===== config.mk =====
export PLATFORM = sky130hd
export DESIGN_NAME = sabf_queue
export DESIGN_NICKNAME = d
export VERILOG_FILES = /design/src/hdl/sabf_pkg.sv /design/src/hdl/sabf_queue.sv
export SDC_FILE = /design/constraint.sdc
export NUM_CORES = 1
export LEC_CHECK = 0
export BUFFER_PORTS_ARGS = -buffer_cell sky130_fd_sc_hd__buf_2
export CAP_MARGIN = 5
export CELL_PAD_IN_SITES_DETAIL_PLACEMENT = 0
export CELL_PAD_IN_SITES_GLOBAL_PLACEMENT = 1
export CORE_ASPECT_RATIO = 0.7
export CORE_UTILIZATION = 57
export CTS_CLUSTER_DIAMETER = 100
export DETAILED_ROUTE_END_ITERATION = 7
export PLACE_DENSITY_LB_ADDON = 0.1
export SETUP_SLACK_MARGIN = 0.4
export SYNTH_ARGS = -nofsm -noshare
export SYNTH_HDL_FRONTEND = slang
export SYNTH_SLANG_ARGS = --single-unit

===== constraint.sdc =====
create_clock -name clk -period 21.9 [get_ports clk]
set_input_delay 2.19 -clock clk [delete_from_list [all_inputs] [get_ports clk]]
set_output_delay 2.19 -clock clk [all_outputs]
set_load 0.05 [all_outputs]

===== src/hdl/sabf_pkg.sv =====
`default_nettype none
package sabf_pkg;

  // Item kinds on the input channel.
  localparam logic [2:0] KIND_MIDDLE = 3'd0;
  localparam logic [2:0] KIND_FIRST  = 3'd1;
  localparam logic [2:0] KIND_LAST   = 3'd2;
  localparam logic [2:0] KIND_ONLY   = 3'd3;
  localparam logic [2:0] KIND_EMPTY  = 3'd4;

  // Configuration register indexes.
  localparam logic [2:0] CFG_BG_RED      = 3'd0;
  localparam logic [2:0] CFG_BG_GREEN    = 3'd1;
  localparam logic [2:0] CFG_BG_BLUE     = 3'd2;
  localparam logic [2:0] CFG_ALPHA_FLOOR = 3'd3;
  localparam logic [2:0] CFG_ALPHA_CAP   = 3'd4;
  localparam logic [2:0] CFG_TRANS_FLOOR = 3'd5;

  // Fixed-point constants.
  localparam logic [16:0] T_ONE     = 17'h10000;
  localparam logic [19:0] ACC_MAX   = 20'hFFFFF;
  localparam logic [15:0] SPLAT_CAP = 16'hFFFF;

  // Exponential table, round(65536 * exp(-16 * i / EXP_ENTRIES)).
  localparam int  EXP_ENTRIES = 1024;
  localparam int  EXP_AW      = $clog2(EXP_ENTRIES);
  localparam real EXP_STEP    = 16.0 / real'(EXP_ENTRIES);

  // Queue between the front and the back.
  localparam int QDEPTH = 8;
  localparam int QAW    = $clog2(QDEPTH);

  typedef logic [16:0] exp_tab_t [EXP_ENTRIES];

  function automatic exp_tab_t build_exp_tab();
    exp_tab_t tab;
    real      v;
    for (int i = 0; i < EXP_ENTRIES; i++) begin
      v = 65536.0 * $exp(-EXP_STEP * real'(i));
      tab[i] = 17'($rtoi(v + 0.5));
    end
    return tab;
  endfunction

  localparam exp_tab_t EXP_TAB = build_exp_tab();

  typedef struct packed {
    logic [15:0] bg_red;
    logic [15:0] bg_green;
    logic [15:0] bg_blue;
    logic [15:0] alpha_floor;
    logic [15:0] alpha_cap;
    logic [15:0] transmit_floor;
  } cfg_t;

  // One classified splat as the back part consumes it.
  typedef struct packed {
    logic [2:0]  kind;
    logic        skip;
    logic [15:0] alpha;
    logic [15:0] red;
    logic [15:0] green;
    logic [15:0] blue;
  } blend_item_t;

  typedef struct packed {
    logic [15:0] red;
    logic [15:0] green;
    logic [15:0] blue;
    logic [16:0] trans;
    logic [15:0] contrib;
  } pixel_result_t;

endpackage
`default_nettype wire


===== src/hdl/sabf_queue.sv =====
`default_nettype none
module sabf_queue
  import sabf_pkg::*;
(
  input  wire logic        clk,
  input  wire logic        rst_n,
  input  wire logic        push,
  input  wire blend_item_t wdata,
  input  wire logic        pop,
  output blend_item_t      rdata,
  output logic             empty,
  output logic             full,
  output logic [QAW:0]     count
);

  blend_item_t      mem_r [QDEPTH];
  logic [QAW-1:0]   wr_ptr_r, rd_ptr_r;
  logic [QAW:0]     count_r;
  logic             do_push, do_pop;

  assign empty   = (count_r == '0);
  assign full    = (count_r == (QAW+1)'(QDEPTH));
  assign count   = count_r;
  assign rdata   = mem_r[rd_ptr_r];
  assign do_push = push && !full;
  assign do_pop  = pop && !empty;

  always_ff @(posedge clk) begin
    if (do_push) begin
      mem_r[wr_ptr_r] <= wdata;
    end
  end

  // Pointers and fill level.
  always_ff @(posedge clk) begin
    if (!rst_n) begin
      wr_ptr_r <= '0;
      rd_ptr_r <= '0;
      count_r  <= '0;
    end else begin
      if (do_push) begin
        wr_ptr_r <= wr_ptr_r + 1'b1;
      end
      if (do_pop) begin
        rd_ptr_r <= rd_ptr_r + 1'b1;
      end
      count_r <= count_r + (QAW+1)'(do_push) - (QAW+1)'(do_pop);
    end
  end

endmodule
`default_nettype wire


## Yosys cells after proc, flatten, opt, wreduce, memory -nomap -nowiden

Memory sizes are Yosys's and may differ from the RTL's. A register that Yosys moved wholly into a read port is not among the register bits.
Index checks and enable logic that the tools add are counted.
W data, S select, Z words.

- Bits in registers: 10
- Latch bits: 0
- Memory bits (writable): 544
- ROM bits: 0
- Bits of input ports: 72
- Output and inout bits: 74
- Word-level logic and storage cells: 18
- Memories: 1

- Add/sub/neg operators: 4
- Multipliers: 0
- Divide/modulo/power cells: 0
- Magnitude comparators: 0
- Eq/ne operators: 1
- Shifts and indexed selects: 0
- Multiplexer cells: 4
- Bitwise logic cells: 0
- Reductions and logical operators: 5

Memories:

| name | words | width | rd ports | clocked after memory_dff | write ports | line | text |
|---|---|---|---|---|---|---|---|
| mem_r | 8 | 68 | 1 | 1 | 1 | sabf_queue.sv:16 | `blend_item_t mem_r [QDEPTH];` |

Operator list:

| kind | number |
|---|---|
| $add A3 B1 Y3 const B | 2 |
| $mux W3 | 2 |
| $add A4 B1 Y4 | 1 |
| $eq A4 B4 Y1 const B | 1 |
| $logic_not A4 Y1 | 1 |
| $sub A4 B1 Y4 | 1 |
| $logic_and A1 B1 Y1 | 2 |
| $logic_not A1 Y1 | 2 |
| $mux W1 | 2 |

## Depth between registers and ports, before layout

Gate-level depths: netlist (run 1).

- Depth in word-level cells: 5
- Mapped depth: 11
- Gate-level depth less buffers: 10

## Worst setup path before layout (run 1)

Ideal clock, no wire load.

- Path type: input-to-reg
- Start point: input port push
- End point: memory mem_r[0][0] in the netlist's numbering, enable pin
- Library setup time: 663 ps
- Arrival: 8847 ps
- Required time: 21237 ps
- Setup slack: 12390 ps
- Cell stages on the path: 2
- Buffers on the path: 0
- Cell sequence: nand2_1 nor4_1

- Word-level cells in the longest chain between the ends: 3

RTL lines:

| item | line | text |
|---|---|---|
| start, declared | sabf_queue.sv:7 | `input wire logic push,` |
| $logic_and A1 B1 Y1 | sabf_queue.sv:25 | `assign do_push = push && !full;` |
| $mux W1 | sabf_queue.sv:29 | `if (do_push) begin` |
| $mux W1 (implied by the code) | sabf_queue.sv:30 | `mem_r[wr_ptr_r] <= wdata;` |
| end, declared | sabf_queue.sv:16 |  |

No other way between the ends.

==> results of run 1 <==
[flip-flops by register name (all words and copies together), names as in the netlist, named ones only]
name	count
mem_r	544
count	4
rd_ptr_r	3
wr_ptr_r	3
[synth_stat cells, types with 2 or more instances]
| master | count | area, µm² |
|---|---|---|
| mux2i_1 | 7 | 70.1 |
| edfxtp_1 | 544 | 16300 |
| nor3_1 | 4 | 20.0 |
| mux2_2 | 68 | 766 |
| nand2b_1 | 5 | 31.3 |
| buf_6 | 5 | 56.3 |
| a21boi_0 | 3 | 22.5 |
| and2_1 | 3 | 18.8 |
| or3_1 | 2 | 12.5 |
| buf_2 | 17 | 85.1 |
| ha_1 | 7 | 87.6 |
| nor2b_1 | 2 | 12.5 |
| o21ai_0 | 2 | 10.0 |
| mux4_2 | 136 | 3060 |
| xnor2_1 | 2 | 17.5 |
| inv_1 | 5 | 18.8 |
| buf_1 | 3 | 11.3 |
| clkbuf_1 | 14 | 52.6 |
| dfxtp_1 | 13 | 260 |
| nor2_1 | 3 | 11.3 |
| nand2_1 | 12 | 45.0 |
[logic make-up (layout without fill, tap and decap cells)]
family / count (synthesis) / after routing / share of synthesized area, %
compound gates: 7 / 7 / 0.214
xor+xnor: 2 / 2 / 0.0831
fa+ha+maj: 8 / 8 / 0.510
buf+inv: 45 / 258 / 1.13
flops: 557 / 557 / 78.7
mux: 211 / 211 / 18.5
other cells: 0 / 4 / 0
simple gates: 35 / 35 / 0.849
[metal layers]
metal | GRT usage [%] | vias to the layer above
met1 | 31.3 | 4852
li1 | - | 4022
met3 | 4.29 | 51
met4 | 4.61 | 2
met2 | 34.3 | 219
met5 | 0 | -
[worst max path at each step]
stage	to	slack, ns	depth (start not counted)
6_report	rdata[20]	15.89	5
5_1_grt	rdata[20]	15.51	5
4_1_cts	rdata[20]	15.72	5
3_5_place_dp	rdata[20]	16.34	5
3_3_place_gp	rdata[26]	16.37	5
2_1_floorplan	mem_r[0][0]$_DFFE_PP_	12.39	2
[area by class of cell]
cell class	instances	area share [%]
well taps	480	2.50
diodes	4	0.0417
flip-flops and latches	557	69.2
clock inverters	24	1.20
clock buffers	66	5.55
inverters	5	0.0782
multi-input cells	263	17.9
repair buffers	163	3.58
[where the power goes]
part | switching, W | internal (W) | leakage, nW
registers | 0.0000311 | 0.00124 | 5.04
clock network | 0.000360 | 0.000509 | 0.783
logic | 0.000428 | 0.000226 | 1.81
total | 0.000819 | 0.00198 | 7.64
[per-stage QoR]
stage / power [W] / cell area (µm²)
floorplan: 0.00181 / 21100
global placement: 0.00196 / 22400
detailed placement: 0.00196 / 22400
CTS: 0.00283 / 24000
global route: 0.00290 / 24000
finish: 0.00280 / 24000
[critical path, cell delays in order (launching register included)]
cell and delay (ns):
dfxtp_4 0.58, buf_4 0.85, buf_4 0.65, mux4_2 0.59, mux2_2 0.31, buf_2 0.22
==> run summary, run 1 <==
CP max FO: 51
Die height: 163 µm
Seq/Total Area, Yosys: 78.7%
Fin nets: 1119
Reg2Reg Depth: 6
Leak Pwr: 7.64 nW
Synth Register Bits: 557
Area of the multi-input gates: 4300 µm²
Max Freq: 0.166 GHz
Detailed placer's ending HPWL: 20100 µm
Unique cell type count in the Yosys netlist: 29
Drt first pass iters: 5
Hold_sp: rd_ptr_r[1]$_SDFFE_PN0P_
Wire per inst: 24.8 µm
I/O pin count: 146
Drc violations: 0
Num CTS Buffers: 49
Reg clk slew, reported paths: 0.06 ns
Skew-Pair Late Insertion Delay: 0.56 ns
Total track usage: 21.5%
DR top layer: met5
Crit Reg-Reg Startpoint: count[2]$_SDFF_PN0_
Initial antenna violation count: 5
WS Path Type: flip-flop to output pin
1st-iter DRT viols: 650
Hold crit path type: flip-flop to flip-flop
Synth-to-Final Area Change: 13.9%
Share of cells above drive strength 1: 41.1%
Number of flops mapped to enable cells by yosys: 544
Routed wl met3: 2270 µm
Via density: 5.86
Register area: 16600 µm²
Worst vdd ir: 93.5 µV
Port bufs: 145
Slew HR: 26.8%
Worst Setup End Kind: output pin
Post-route ant nets: 0
Post-cts sizing count: 0
Fraction of registers with async set or reset after synthesis: 0%
RR Endpoint: mem_r[6][15]$_DFFE_PP_
Vias in the first global route: 9548
Mapped Area: 21100 µm²
Die area: 37800 µm²
YS warnings: 0
Syn avg cell area: 24.4 µm²
Hold Buf Count CTS: 0
R2r setup slk: 18.71 ns
Main synth FF type: edfxtp_1
Commonest non-fill, non-tap cell in the layout: edfxtp_1
Row count: 58
Most frequent cells in the layout: edfxtp_1, buf_2, mux4_2
DRT met1 WL: 16900 µm
Fill count: 2349
Fin. max-slew vios: 0
GPL Wtd Cong: 0.715
Final period util: 27.5%
Placed Cells: 1468
Post-CTS setup buffers: 0
Final Setup Violations: 0
Core area: 36100 µm²
DR vias: 9146
Max-Cap Viols: 0
Skew final: 0.0108 ns
WHS Path Cells: 2
Power per cell area: 116 nW/µm²
Syn Nets: 945
Req. time, crit path: 19.71 ns
CTS Sinks: 557
Clock Path Buffers: 3
CP startpoint kind: flip-flop
Grt total ovfl: 0
Critical Path AT: 3.82 ns
Routed WL: 38700 µm
Worst Tran Pin Value: 1.10 ns
WHS: 0.482 ns
Dpl ws: 16.34 ns
Mapped Cells: 865
Htree depth: 2
Utilization after layout: 66.4%
Post-Route Setup TNS: 0 ns
Unrepaired setup endpoints after global routing: no
CTS tree: built
Met2 Wirelength: 19000 µm
Final Non-Filler Cells: 1562
Final setup margin: 15.89 ns
Initial core utilization: 58.3%
Outcome: finished clean
Final min period: 6.01 ns
Clk root buf: clkbuf_16
First-pass GRT wire length: 59200 µm
Largest net degree at the start of global routing: 70
Fin. Hold Viols: 0
Die X: 232 µm
Power figures use the tool's default switching activity.
==> run 2: changes to the inputs <==
- CORE_UTILIZATION: 57 -> 48
- clock period: 21.9 -> 4.85 ns (I/O delays scaled with it)
==> run summary, run 2 (same netlist as run 1, synthesis figures left out) <==
Outcome: finished clean
DR vias: 9153 (+0.077%)
Slew HR: 32.4% (+5.6 points)
Final period util: 65.8%
Num CTS Buffers: 53 (+8.2%)
Critical Path AT: 2.70 ns (-1.12 ns)
Via density: 5.47 (-6.5%)
GPL Wtd Cong: 0.690 (-3.6%)
Largest register FFs: 544 (unchanged)
Req. time, crit path: 4.37 ns (-15.34 ns)
Clk root buf: clkbuf_16
WS Path Type: flip-flop to output pin
Leak Pwr: 7.78 nW (+1.9%)
Crit Reg-Reg Startpoint: count[2]$_SDFF_PN0_
Fin nets: 1124 (+0.45%)
Vias in the first global route: 9669 (+1.3%)
Post-Route Setup TNS: 0 ns (unchanged)
CP Cell Sequence: buf_4 > mux4_2 > mux2_2 > buf_2
Dpl ws: 2.11 ns (-14.24 ns)
Post-route ant nets: 0 (unchanged)
Synth-to-Final Area Change: 16.3%
Final Setup Violations: 0 (unchanged)
Share of cells above drive strength 1: 42.3% (+1.2 points)
1st-iter DRT viols: 550 (-15%)
Hold crit path type: input pin to flip-flop
Core area: 42800 µm² (+18%)
Htree depth: 2 (unchanged)
Fin. Hold Viols: 0 (unchanged)
Row count: 63 (+8.6%)
Max Freq: 0.314 GHz
Die X: 252 µm (+8.9%)
Largest net degree at the start of global routing: 137 (+96%)
Reg2Reg Depth: 10 (+4)
Hold Buf Count CTS: 0 (unchanged)
Initial core utilization: 49.3% (-9.1 points)
Post-CTS setup buffers: 0 (unchanged)
Detailed placer's ending HPWL: 20300 µm (+0.57%)
Die height: 177 µm (+8.9%)
Reg with most FFs: mem_r
Largest stage delay on the critical path: 0.56 ns (-0.29 ns)
Power per cell area: 535 nW/µm² (+360%)
Skew-Pair Late Insertion Delay: 0.58 ns (+0.02 ns)
CP startpoint kind: flip-flop
Skew final: 0.0188 ns (+0.00801 ns)
Total track usage: 18.6% (-2.8 points)
Worst Tran Pin Value: 1.01 ns (-0.0811 ns)
Reg clk slew, reported paths: 0.07 ns (about the same)
First-pass GRT wire length: 60900 µm (+2.9%)
Post-cts sizing count: 0 (unchanged)
Max-Cap Viols: 0 (unchanged)
Fin. max-slew vios: 0 (unchanged)
Commonest non-fill, non-tap cell in the layout: edfxtp_1
Die area: 44800 µm² (+19%)
Routed WL: 40500 µm (+4.7%)
Fill count: 3161 (+35%)
Hold endpoint: mem_r[6][26]$_DFFE_PP_
Drt first pass iters: 5 (unchanged)
RR Endpoint: count[2]$_SDFF_PN0_
CTS tree: built
R2r setup slk: 2.10 ns (-16.61 ns)
Grt total ovfl: 0 (unchanged)
Drc violations: 0 (unchanged)
Slowest CP cell: mux4_2
CP max FO: 23 (-55%)
Port bufs: 145 (unchanged)
CTS Sinks: 557 (unchanged)
I/O pin count: 146 (unchanged)
Final min period: 3.19 ns
Wire per inst: 24.3 µm (-2.2%)
Most frequent cells in the layout: edfxtp_1, buf_2, mux4_2
Worst vdd ir: 449 µV (+380%)
Hold_sp: wdata[26]
Unrepaired setup endpoints after global routing: no
Worst Setup End Kind: output pin
Initial antenna violation count: 2 (-3)
WHS Path Cells: 1 (-1)
Clock Path Buffers: 3 (unchanged)
Final setup margin: 1.66 ns (-14.23 ns)
run 2: how the worst max path moves through the flow:
stage	end	slack (ns)
5_1_grt	rdata[46]	1.47
3_5_place_dp	count[2]$_SDFF_PN0_	2.11
4_1_cts	rdata[41]	1.55
3_3_place_gp	count[2]$_SDFF_PN0_	2.13
2_1_floorplan	mem_r[7][0]$_DFFE_PP_	0.15
6_report	rdata[41]	1.66
run 2: layout make-up:
| type | count | area, µm² | share of cell area, % |
|---|---|---|---|
| antenna | 2 | 5.00 | 0.0204 |
| sequential | 557 | 16600 | 67.8 |
| inverter | 5 | 18.8 | 0.0766 |
| clock inverter | 34 | 448 | 1.83 |
| clock buffer | 62 | 1400 | 5.72 |
| multi-input combinational | 263 | 4330 | 17.7 |
| timing repair buffer | 164 | 968 | 3.95 |
| tap | 585 | 732 | 2.99 |
run 2: metal layers:
layer	track usage (%)	share of wire, %	wire length (µm)
met5	0	0.032	13
met4	4.19	1.4	560
met3	3.80	5.1	2070
met2	30.3	49	20000
met1	26.3	44	17900
run 2: power breakdown:
group / internal (W) / total [W] / leakage, nW / switching [W]
logic: 0.00104 / 0.00295 / 1.83 / 0.00191
registers: 0.00560 / 0.00579 / 5.04 / 0.000186
clock network: 0.00265 / 0.00438 / 0.903 / 0.00173
run 2: critical path, delay by kind of cell (launching register included):
family | cells | cell delay [ns]
DFF | 1 | 0.55
buffers and inverters | 2 | 0.71
muxes | 2 | 0.86
run 2: per-stage QoR:
step | hold WS [ns] | utilization [%] | std cells | area (µm²) | total power (W)
after floorplan | 0.460 | - | 865 | 21100 | 0.00816
after global placement | 0.470 | 52.9 | 1574 | 22700 | 0.00889
after detailed placement | 0.489 | 52.9 | 1574 | 22700 | 0.00891
after CTS | 0.141 | 57.3 | 1670 | 24500 | 0.0133
after global routing | 0.149 | 57.3 | 1670 | 24500 | 0.0136
final | 0.174 | 57.3 | 1672 | 24500 | 0.0131
